==> src/hw/rtl/bsxc_pkg.sv <==
`timescale 1ns / 1ps
// ----------------------------------------------------------------------------
// Byte stuffer package
// Shared constants, types and the escape function of the byte stuffer.
// ----------------------------------------------------------------------------
package bsxc_pkg;

    // Number of header bytes at the start of a frame that stay out of the check.
    localparam int HEADER_BYTES = 3;
    localparam int HDR_POS_W    = 2;

    // Escaping codes.
    localparam logic [7:0] FLAG_BYTE = 8'h7E;
    localparam logic [7:0] ESC_BYTE  = 8'h7D;
    localparam logic [7:0] FLAG_SUB  = 8'h5E;
    localparam logic [7:0] ESC_SUB   = 8'h5D;

    // At most two escaped bytes for the data and two for the check byte.
    localparam int MAX_RESULTS = 4;
    localparam int IDX_W       = $clog2(MAX_RESULTS);
    localparam int CNT_W       = $clog2(MAX_RESULTS + 1);

    // Escaped form of one byte: one or two bytes.
    typedef struct packed {
        logic       two;
        logic [7:0] first;
        logic [7:0] second;
    } esc_t;

    // Output sequence produced by one accepted item.
    typedef struct packed {
        logic [MAX_RESULTS-1:0][7:0] bytes;
        logic [CNT_W-1:0]            count;
        logic                        has_check;
    } bsxc_seq_t;

    function automatic esc_t escape_byte(input logic [7:0] b);
        esc_t e;
        e.two    = 1'b0;
        e.first  = b;
        e.second = b;
        if (b == FLAG_BYTE)
        begin
            e.two    = 1'b1;
            e.first  = ESC_BYTE;
            e.second = FLAG_SUB;
        end
        else if (b == ESC_BYTE)
        begin
            e.two    = 1'b1;
            e.first  = ESC_BYTE;
            e.second = ESC_SUB;
        end
        return e;
    endfunction

endpackage

==> src/hw/rtl/bsxc_in_if.sv <==
`timescale 1ns / 1ps
// ----------------------------------------------------------------------------
// Byte stuffer input channel
// Valid/ready channel carrying one frame byte and its end-of-frame flag.
// ----------------------------------------------------------------------------
interface bsxc_in_if;
    logic       valid;
    logic       ready;
    logic [7:0] data_byte;
    logic       frame_end;

    modport source (output valid, output data_byte, output frame_end, input ready);
    modport sink   (input valid, input data_byte, input frame_end, output ready);
endinterface

==> src/hw/rtl/bsxc_out_if.sv <==
`timescale 1ns / 1ps
// ----------------------------------------------------------------------------
// Byte stuffer output channel
// Valid/ready channel carrying one stuffed byte and its end markers.
// ----------------------------------------------------------------------------
interface bsxc_out_if;
    logic       valid;
    logic       ready;
    logic [7:0] out_byte;
    logic       run_last;
    logic       frame_last;

    modport source (output valid, output out_byte, output run_last, output frame_last,
                    input ready);
    modport sink   (input valid, input out_byte, input run_last, input frame_last,
                    output ready);
endinterface

==> src/hw/rtl/byte_stuffer_with_xor_check_top.sv <==
`timescale 1ns / 1ps
// ----------------------------------------------------------------------------
// Byte stuffer with XOR check
// Escapes frame bytes and appends an escaped XOR check byte to each frame.
// ----------------------------------------------------------------------------
// Usage:
// Frame bytes enter on in_ch, one per item, with frame_end set on the final
// byte. The first three bytes of a frame are escaped but kept out of the check.
// Stuffed bytes leave on out_ch, one per item: 0x7E and 0x7D go out as two
// bytes, and after the final byte the XOR check byte follows, escaped the same
// way. run_last marks the last output byte caused by an input item and
// frame_last marks the last byte of the frame.
// An accepted item is captured in the work register, and its first output
// byte then moves into the output register when that register is free or
// out_ch is ready. Throughput: one output byte per cycle while out_ch is
// ready, set by the single-byte output register, so an item of one to four
// bytes is sent one byte at a time; plain payload bytes flow at one item per
// cycle while out_ch is ready.
// The input takes a new item in the same cycle the last byte of the previous
// one moves into the output register, so a stall on out_ch backs up into in_ch
// after one buffered item. Reset clears the frame position, the check byte and
// all valid flags.
// ----------------------------------------------------------------------------
module byte_stuffer_with_xor_check_top
    import bsxc_pkg::*;
(
    input  logic      clk,
    input  logic      rst_n,
    bsxc_in_if.sink   in_ch,
    bsxc_out_if.source out_ch
);

    bsxc_seq_t        new_seq;
    bsxc_seq_t        work_reg;
    logic             work_valid_reg;
    logic             work_valid_next;
    logic [IDX_W-1:0] idx_reg;
    logic [IDX_W-1:0] idx_next;
    logic             out_valid_reg;
    logic             out_valid_next;
    logic [7:0]       out_byte_reg;
    logic             run_last_reg;
    logic             frame_last_reg;
    logic             in_accept;
    logic             out_load;
    logic             is_last;

    // Sequence builder for the incoming item.
    bsxc_frame_builder u_builder (
        .clk       (clk),
        .rst_n     (rst_n),
        .accept    (in_accept),
        .data_byte (in_ch.data_byte),
        .frame_end (in_ch.frame_end),
        .seq       (new_seq)
    );

    // Handshake control between the work register and the output register.
    always_comb
    begin
        is_last      = (CNT_W'(idx_reg) + CNT_W'(1)) == work_reg.count;
        out_load     = work_valid_reg && (!out_valid_reg || out_ch.ready);
        in_ch.ready  = !work_valid_reg || (out_load && is_last);
        in_accept    = in_ch.valid && in_ch.ready;
    end

    // Next values of the control registers.
    always_comb
    begin
        work_valid_next = work_valid_reg;
        idx_next        = idx_reg;
        out_valid_next  = out_valid_reg;
        if (out_ch.ready)
        begin
            out_valid_next = 1'b0;
        end
        if (out_load)
        begin
            out_valid_next = 1'b1;
            idx_next       = idx_reg + 1'b1;
            if (is_last)
            begin
                work_valid_next = 1'b0;
            end
        end
        if (in_accept)
        begin
            work_valid_next = 1'b1;
            idx_next        = '0;
        end
    end

    always_ff @(posedge clk or negedge rst_n)
    begin
        if (!rst_n)
        begin
            work_valid_reg <= 1'b0;
            idx_reg        <= '0;
            out_valid_reg  <= 1'b0;
        end
        else
        begin
            work_valid_reg <= work_valid_next;
            idx_reg        <= idx_next;
            out_valid_reg  <= out_valid_next;
        end
    end

    // Payload registers.
    always_ff @(posedge clk)
    begin
        if (in_accept)
        begin
            work_reg <= new_seq;
        end
        if (out_load)
        begin
            out_byte_reg   <= work_reg.bytes[idx_reg];
            run_last_reg   <= is_last;
            frame_last_reg <= is_last && work_reg.has_check;
        end
    end

    // Output channel.
    assign out_ch.valid      = out_valid_reg;
    assign out_ch.out_byte   = out_byte_reg;
    assign out_ch.run_last   = run_last_reg;
    assign out_ch.frame_last = frame_last_reg;

`ifndef SYNTHESIS
    // The frame end marker only sits on the last byte of an item.
    assert property (@(posedge clk) disable iff (!rst_n)
        (out_ch.valid && out_ch.frame_last) |-> out_ch.run_last)
        else $error("frame_last without run_last");

    // A held sequence has between one and four bytes and the index stays inside it.
    assert property (@(posedge clk) disable iff (!rst_n)
        work_valid_reg |-> (work_reg.count >= CNT_W'(1) && work_reg.count <= CNT_W'(MAX_RESULTS)
                            && CNT_W'(idx_reg) < work_reg.count))
        else $error("work sequence index out of range");

    // Moving out the last byte without a new item frees the work register.
    assert property (@(posedge clk) disable iff (!rst_n)
        (out_load && is_last && !in_accept) |=> !work_valid_reg)
        else $error("work register not released");
`endif

endmodule

==> src/hw/rtl/bsxc_frame_builder.sv <==
`timescale 1ns / 1ps
// ----------------------------------------------------------------------------
// Byte stuffer frame builder
// Tracks header position and XOR check, and builds the escaped byte sequence
// of the incoming item.
// ----------------------------------------------------------------------------
module bsxc_frame_builder
    import bsxc_pkg::*;
(
    input  logic       clk,
    input  logic       rst_n,
    input  logic       accept,
    input  logic [7:0] data_byte,
    input  logic       frame_end,
    output bsxc_seq_t  seq
);

    logic [HDR_POS_W-1:0] header_position_reg;
    logic [HDR_POS_W-1:0] header_position_next;
    logic [7:0]           check_accumulator_reg;
    logic [7:0]           check_accumulator_next;
    logic                 in_header;
    logic [7:0]           check_byte;
    esc_t                 data_esc;
    esc_t                 check_esc;
    logic [CNT_W-1:0]     data_len;
    logic [CNT_W-1:0]     check_len;

    // Check value including this byte, and the escaped forms of both bytes.
    always_comb
    begin
        in_header  = header_position_reg < HDR_POS_W'(HEADER_BYTES);
        check_byte = in_header ? check_accumulator_reg : (check_accumulator_reg ^ data_byte);
        data_esc   = escape_byte(data_byte);
        check_esc  = escape_byte(check_byte);
        data_len   = data_esc.two ? CNT_W'(2) : CNT_W'(1);
        check_len  = check_esc.two ? CNT_W'(2) : CNT_W'(1);
    end

    // Pack the data bytes first, then the check bytes when the frame ends.
    always_comb
    begin
        seq.bytes[0] = data_esc.first;
        seq.bytes[1] = data_esc.two ? data_esc.second : check_esc.first;
        seq.bytes[2] = data_esc.two ? check_esc.first : check_esc.second;
        seq.bytes[3] = check_esc.second;
        seq.count    = frame_end ? (data_len + check_len) : data_len;
        seq.has_check = frame_end;
    end

    // Frame state update on each accepted item.
    always_comb
    begin
        header_position_next   = header_position_reg;
        check_accumulator_next = check_accumulator_reg;
        if (accept)
        begin
            if (frame_end)
            begin
                header_position_next   = '0;
                check_accumulator_next = '0;
            end
            else
            begin
                header_position_next   = in_header ? (header_position_reg + 1'b1)
                                                   : header_position_reg;
                check_accumulator_next = check_byte;
            end
        end
    end

    always_ff @(posedge clk or negedge rst_n)
    begin
        if (!rst_n)
        begin
            header_position_reg   <= '0;
            check_accumulator_reg <= '0;
        end
        else
        begin
            header_position_reg   <= header_position_next;
            check_accumulator_reg <= check_accumulator_next;
        end
    end

endmodule
==> src/flat_wrapper.sv <==
// flat-port wrapper written by rule: the top's interface ports become plain ports
module byte_stuffer_with_xor_check_top_flat import bsxc_pkg::*;
  (clk, rst_n, in_ch_valid, in_ch_data_byte, in_ch_frame_end, in_ch_ready, out_ch_valid, out_ch_out_byte, out_ch_run_last, out_ch_frame_last, out_ch_ready);
  bsxc_in_if in_ch_i ();
  bsxc_out_if out_ch_i ();
  input  logic clk;
  input  logic rst_n;
  input wire logic [$bits(in_ch_i.valid)-1:0] in_ch_valid;
  input wire logic [$bits(in_ch_i.data_byte)-1:0] in_ch_data_byte;
  input wire logic [$bits(in_ch_i.frame_end)-1:0] in_ch_frame_end;
  output wire logic [$bits(in_ch_i.ready)-1:0] in_ch_ready;
  output wire logic [$bits(out_ch_i.valid)-1:0] out_ch_valid;
  output wire logic [$bits(out_ch_i.out_byte)-1:0] out_ch_out_byte;
  output wire logic [$bits(out_ch_i.run_last)-1:0] out_ch_run_last;
  output wire logic [$bits(out_ch_i.frame_last)-1:0] out_ch_frame_last;
  input wire logic [$bits(out_ch_i.ready)-1:0] out_ch_ready;
  assign in_ch_i.valid = in_ch_valid;
  assign in_ch_i.data_byte = in_ch_data_byte;
  assign in_ch_i.frame_end = in_ch_frame_end;
  assign in_ch_ready = in_ch_i.ready;
  assign out_ch_valid = out_ch_i.valid;
  assign out_ch_out_byte = out_ch_i.out_byte;
  assign out_ch_run_last = out_ch_i.run_last;
  assign out_ch_frame_last = out_ch_i.frame_last;
  assign out_ch_i.ready = out_ch_ready;
  byte_stuffer_with_xor_check_top u_core (.clk(clk), .rst_n(rst_n), .in_ch(in_ch_i), .out_ch(out_ch_i));
endmodule
==> config.mk <==
export PLATFORM = sky130hd
export DESIGN_NAME = byte_stuffer_with_xor_check_top_flat
export DESIGN_NICKNAME = d
export VERILOG_FILES = /design/src/hw/rtl/bsxc_pkg.sv /design/src/hw/rtl/bsxc_in_if.sv /design/src/hw/rtl/bsxc_out_if.sv /design/src/hw/rtl/byte_stuffer_with_xor_check_top.sv /design/src/hw/rtl/bsxc_frame_builder.sv /design/src/flat_wrapper.sv
export SDC_FILE = /design/constraint.sdc
export NUM_CORES = 1
export LEC_CHECK = 0
export ABC_AREA = 1
export BUFFER_PORTS_ARGS = -buffer_cell sky130_fd_sc_hd__buf_4
export CAP_MARGIN = 20
export CELL_PAD_IN_SITES_DETAIL_PLACEMENT = 1
export CELL_PAD_IN_SITES_GLOBAL_PLACEMENT = 1
export CORE_UTILIZATION = 48
export CTS_BUF_LIST = sky130_fd_sc_hd__clkbuf_8
export DETAILED_ROUTE_END_ITERATION = 8
export GPL_TIMING_DRIVEN = 1
export PLACE_DENSITY = 0.86
export SETUP_SLACK_MARGIN = 0.5
export SYNTH_ARGS = -nofsm -noshare
export SYNTH_HDL_FRONTEND = slang
export SYNTH_SLANG_ARGS = --single-unit
export TNS_END_PERCENT = 1
==> constraint.sdc <==
create_clock -name clk -period 4.2 [get_ports clk]
set_clock_uncertainty 0.2 [all_clocks]
set_input_delay 0.84 -clock clk [delete_from_list [all_inputs] [get_ports clk]]
set_output_delay 0.84 -clock clk [all_outputs]
set_load 0.01 [all_outputs]
==> impl_metrics.toml, run 1 <==
[critical_path]
slowest_stage = "dfrtp_1"
crit_buf_inv = 2
critPathLaunchType = "flop"
cp.depth = 7
crit_path_max_fanout = 15
crit_chain = "ha_1 -> inv_1 -> nand2_1 -> nand2_1 -> nand4_2 -> nand2_2 -> buf_4"
worst_ep_arrival_time_ns = 2.01
cp.required_ns = 3.16
crit_family = "flip-flops"
critPathKind = "flop to output port"
max_stage_delay_ns = 0.67
worst_path_most_repeated_cell = "nand2_1"
crit_path_end_kind = "output port"
reg2reg_depth = 11

[sta]
hold_viol_final = 0
tightest_slew_ns = 0.609
rsz0062_at_grt = "false"
setup_viol = 0
fmax_mhz = 328
fin_crit_sh_pct = 72.5
final.setup.tns_ns = 0
relSlewSlack_pct = 59.4
final_max_slew_viol_count = 0
period_minus_slack_ns = 3.05

[finish]
syn_to_final_growth_pct = 11.0
largest_reg_flops = 31
finalNonFillerCells = 352
drive_gt1_share_pct = 22.0
post-route-util_pct = 56.1
layout.nets = 298
diodes = 0

[routing]
first_iter_violations = 88
antenna_left = 0
first_pass_iters = 4
post_drt_wl_per_cell_um = 15.7
via_per_inst = 5.15
vias = 1813
wl_um = 5520
drc = 0

[synth]
synth-simple-area-share_pct = 23.0
netlist_area_um2 = 2630
synthFlopType = "edfxtp_1"
synth-xor-area-share_pct = 0.666
ys_async_sr_fraction_pct = 25.5
synth_fa_ha_area_share_pct = 1.90
synth.yosys.warnings = 0
yosysTopAreaCell = "edfxtp_1"
synth_top_area_share_pct = 46.8
yosysSeqAreaShare_pct = 60.1
synth_nets = 278
synthCells = 261
synthMuxAreaShare_pct = 0
synth_compound_gate_area_share_pct = 8.04
syn_avg_cell_area_um2 = 10.1
synth_edf_count = 41
synth.distinct_cells = 31
ys_seq_elements = 55
synth_top_family_by_area = "simple AND/OR/NAND/NOR gates"
synth_area_leaders = "edfxtp_1 (47%), dfrtp_1 (13%), nand2_1 (11%)"

[clock_network]
numCtsBuffers = 5
ctsResizeCount = 0
h-tree-depth = 2
cts_sinks = 55
cts_hold_buf = 0
clock_latency_ns = 0.30
cts_buffer_depth = 2
cts_tree = "yes"
root_buffer = "clkbuf_8"
postCtsSetupBuffers = 0
path_clk_slew_ns = 0.09

[global_routing]
grt_use_total_pct = 20.9
grt_max_degree = 34
antenna_found_initial = 0
grt_overflow_total = 0
grt_pass1_vias = 1850
grt_pass1_wl_um = 9200

[power_and_ir_drop]
vdd_drop_max_v = 0.000241
p_leak_nw = 1.26
p_total_mw = 1.74
power_density_nw_per_um2 = 595

[floorplan]
die_w_um = 76.0
fp.dieH_um = 76.0
die-area_um2 = 5780
rows = 26
initial_core_util_pct = 50.6
top_level_ports = 25
core-area_um2 = 5200

[outcome]
outcome = "finished clean"

[place]
hpwl_um = 4200
gp_congestion = 0.831
dp.cells = 344
portBuffers = 24

[run]
maxCapViolCount = 0

[worst_hold_path]
hp-class = "input pin to async pin"
## per-layer routing
metal | global-route usage (%) | wire length, um | part of all wire [%]
met1 | 27.3 | 2550 | 46
met2 | 34.7 | 2720 | 49
met3 | 3.71 | 137 | 2.5
met4 | 8.27 | 100 | 1.8
met5 | 0 | 0 | 0
## synthesized netlist by cell type, types with 2 or more instances
cell type,n
buf_6,2
inv_1,22
nand4_1,2
nand2_2,9
o21ai_0,6
edfxtp_1,41
nor3_2,2
nand2_1,77
a21oi_1,12
nor2_2,2
nand3_1,9
o22ai_1,3
nand3b_1,5
o21ai_2,8
nor2_1,20
dfrtp_1,14
clkbuf_1,9
inv_2,2
ha_1,4
## final cells by class
cell class | instances | area (um^2)
clock inverters | 3 | 12.5
fillers | 589 | 2280
clock buffers | 5 | 68.8
flip-flops and latches | 55 | 1580
well taps | 70 | 87.6
inverters | 25 | 93.8
multi-input cells | 169 | 888
repair buffers | 25 | 188
## report_power, final
part | switching (mW) | internal, mW | total [mW]
logic | 0.374 | 0.222 | 0.597
clock network | 0.162 | 0.113 | 0.275
registers | 0.0897 | 0.777 | 0.867
total | 0.626 | 1.11 | 1.74
## placed cells by master, fill, tap and decap left out
cell      instances
nand2_1          77
edfxtp_1         41
buf_4            25
inv_1            24
nor2_1           20
dfrtp_1          14
a21oi_1          11
nand2_2           9
nand3_1           9
o21ai_2           8
o21ai_0           6
nand3b_1          5
clkbuf_8          5
ha_1              4
o22ai_1           3
nor3_2            2
inv_2             2
nor2_2            2
nand4_1           2
nor3b_2           1
o21ai_4           1
clkinv_1          1
a21boi_2          1
nand3b_2          1
nand3_2           1
o21ai_1           1
xnor2_1           1
nand4_2           1
a21oi_2           1
nand2_4           1
xor2_1            1
clkinv_2          1
## cells by family (layout without fill, tap and decap cells)
family	Yosys count	count (layout)
simple gates	131	131
flops	55	55
buf+inv	37	58
compound gates	32	32
fa+ha+maj	4	4
xor+xnor	2	2
## metrics by stage
| stage | hold WS (ns) | cell area, um^2 | setup WS, ns |
|---|---|---|---|
| global placement | 0.264 | 2840 | 1.60 |
| CTS | 0.180 | 2920 | 1.15 |
| detailed placement | 0.269 | 2840 | 1.49 |
| global route | 0.177 | 2920 | 1.04 |
| floorplan | 0.246 | 2630 | 0.868 |
| finish | 0.177 | 2920 | 1.15 |
## final timing paths
path,startpoint,slack [ns],end
hold reg to reg,u_core.u_builder.header_position_reg[1],0.29,u_core.u_builder.header_position_reg[1]
hold / removal,rst_n,0.18,u_core.idx_reg[0]
max in group asynchronous,rst_n,3.44,u_core.out_ch.valid
setup / recovery,u_core.idx_reg[0],1.15,in_ch_ready
setup reg to reg,u_core.u_builder.header_position_reg[0],1.66,u_core.work_reg[1]
min in group clk,u_core.u_builder.header_position_reg[1],0.29,u_core.u_builder.header_position_reg[1]
No activity file was read; power rests on OpenSTA's default activity.
==> run 2, diff against run 1 <==
==> constraint.sdc (replaced) <==
create_clock -name clk -period 2.9 [get_ports clk]
set_clock_uncertainty 0.2 [all_clocks]
set_input_delay 0.58 -clock clk [delete_from_list [all_inputs] [get_ports clk]]
set_output_delay 0.58 -clock clk [all_outputs]
set_load 0.01 [all_outputs]
==> run 2 against run 1 <==
  * First-iteration DRC count shrank 27%
  * Combinational power increased by 84%
  * Register-to-register slack lost 1.1 ns
  * Global-route usage grew 1.6 points
  * Sequential cell count stayed put
  * Hold slack better by 0.099 ns
  * Setup slack worse by 0.61 ns
  * Highest routed layer unchanged
==> impl_metrics.toml, run 2 (synthesis gave the netlist of run 1 again) <==
[sta]
final.setup.tns_ns = 0
setup_viol = 0
tightest_slew_ns = 0.390
fin_crit_sh_pct = 81.2
setup_ws_ns = 0.547
fmax_mhz = 425
period_minus_slack_ns = 2.35
relSlewSlack_pct = 74.0
final_max_slew_viol_count = 0
hold_viol_final = 0
rsz0062_at_grt = "true"

[power_and_ir_drop]
p_total_mw = 2.75
seq_power_share_pct = 44.8
p_comb_share_pct = 40.1
internal_power_mw = 1.74
p_sw_share_pct = 36.7
clockPowerShare_pct = 15.1
power_density_nw_per_um2 = 887
vdd_drop_max_v = 0.000360
netSwitchingPower_mw = 1.01
p_leak_nw = 1.32

[finish]
mostFrequentLayoutCells = "nand2_1 (74), edfxtp_1 (41), buf_4 (36)"
final_common_cell = "nand2_1"
regArea_um2 = 1580
finalNonFillerCells = 365
diodes = 0
layout.nets = 311
multi_input_area_um2 = 945
syn_to_final_growth_pct = 17.6
largest_reg_flops = 31
fillers = 578
drive_gt1_share_pct = 28.5

[routing]
vias = 1960
route.met3.wl_um = 184
met2_wirelength_um = 3150
dr.max_layer_used = "met4"
via_per_inst = 5.37
first_iter_violations = 64
post_drt_wl_per_cell_um = 16.9
first_pass_iters = 4
antenna_left = 0
met1_length_um = 2650
wl_um = 6180
drc = 0

[critical_path]
worst_ep_arrival_time_ns = 1.57
critPathLaunchType = "flop"
cp.required_ns = 2.12
critPathKind = "flop to output port"
crit_path_max_fanout = 3
crit_path_end_kind = "output port"

[global_routing]
grt_pass1_wl_um = 9950
grt_use_total_pct = 22.5
grt_pass1_vias = 1975
antenna_found_initial = 0
grt_overflow_total = 0
grt_max_degree = 34

[clock_network]
cts_tree = "yes"
root_buffer = "clkbuf_8"
clock_latency_ns = 0.31
cts_sinks = 55
path_clk_slew_ns = 0.10
h-tree-depth = 2
numCtsBuffers = 5
cts_buffer_depth = 2

[place]
portBuffers = 24
hpwl_um = 4260
gp_congestion = 0.801
dpl_worst_slack_ns = 0.448
dp.cells = 346

[floorplan]
initial_core_util_pct = 50.6
die_w_um = 76.0
core-area_um2 = 5200
top_level_ports = 25
fp.dieH_um = 76.0
rows = 26
die-area_um2 = 5780

[run]
maxCapViolCount = 0

[worst_hold_path]
hp-class = "input pin to flop"

[outcome]
outcome = "finished clean"
[run 2: cell types whose count changed in the layout (fill, tap and decap cells not counted), moves of 2 or more]
| cell | previous run | this run |
|---|---|---|
| buf_4 | 25 | 36 |
| clkinvlp_4 | 0 | 2 |
| ha_1 | 4 | 2 |
| nand2_1 | 77 | 74 |
| nand2_2 | 9 | 11 |
| inv_1 | 24 | 22 |
[run 2: metal layers]
layer / vias to the layer above / track usage [%]
met4: 0 / 11.0
met1: 975 / 29.0
met2: 48 / 37.0
met5: - / 0
li1: 920 / -
met3: 17 / 4.07
[run 2: final cells by class]
type                       instances  area share [%]
sequential                        55            51.2
multi-input combinational        169            30.5
clock inverter                     3           0.647
timing repair buffer              38            9.42
inverter                          25            3.19
tap                               70            2.83
clock buffer                       5            2.22
[run 2: timing repair]
| action | 4_1_cts | 5_1_grt |
|---|---|---|
| hold buffers | 1 | 0 |
| endpoints found under the setup margin | 32 | 2 |
| buffers inserted | 5 | 4 |
| endpoints found under the hold margin | 14 | 0 |
| pin swaps | 1 | 1 |
| gates resized for setup | 7 | 8 |
| gates cloned | 0 | 1 |
[run 2: worst max-delay path: stages (launching register included)]
cell     delay [ns]
dfrtp_1        0.43
ha_4           0.29
nand2_1        0.07
nand2_2        0.11
nand4_4        0.12
nand2_4        0.11
buf_4          0.12
[run 2: through the flow]
stage               hold WS [ns]  util, %  area (um^2)
finish                     0.276     59.4         3090
global route               0.271     59.4         3090
CTS                        0.270     58.4         3040
detailed placement         0.249     55.0         2860
global placement           0.245     55.0         2860
floorplan                 0.0844        -         2640
[run 2: final timing paths]
path	slack, ns	end	startpoint	cells after the start
worst max-delay path	0.55	in_ch_ready	u_core.idx_reg[1]	6
worst max register to register	0.57	u_core.work_reg[1]	u_core.u_builder.header_position_reg[0]	12
worst min register to register	0.31	u_core.u_builder.check_accumulator_reg[1]	u_core.u_builder.check_accumulator_reg[1]	2
worst min-delay path	0.28	u_core.work_reg[7]	in_ch_data_byte[3]	1
min in group asynchronous	0.46	u_core.idx_reg[0]	rst_n	2
max in group asynchronous	1.85	u_core.idx_reg[0]	rst_n	2
[run 2: power groups by stage]
stage / Combinational, mW / Sequential [mW] / Clock (mW)
2_1_floorplan: 0.578 / 1.25 / 0
3_3_place_gp: 0.831 / 1.24 / 0
3_5_place_dp: 0.901 / 1.26 / 0
4_1_cts: 1.03 / 1.23 / 0.428
5_1_grt: 1.21 / 1.25 / 0.449
6_report: 1.10 / 1.23 / 0.415
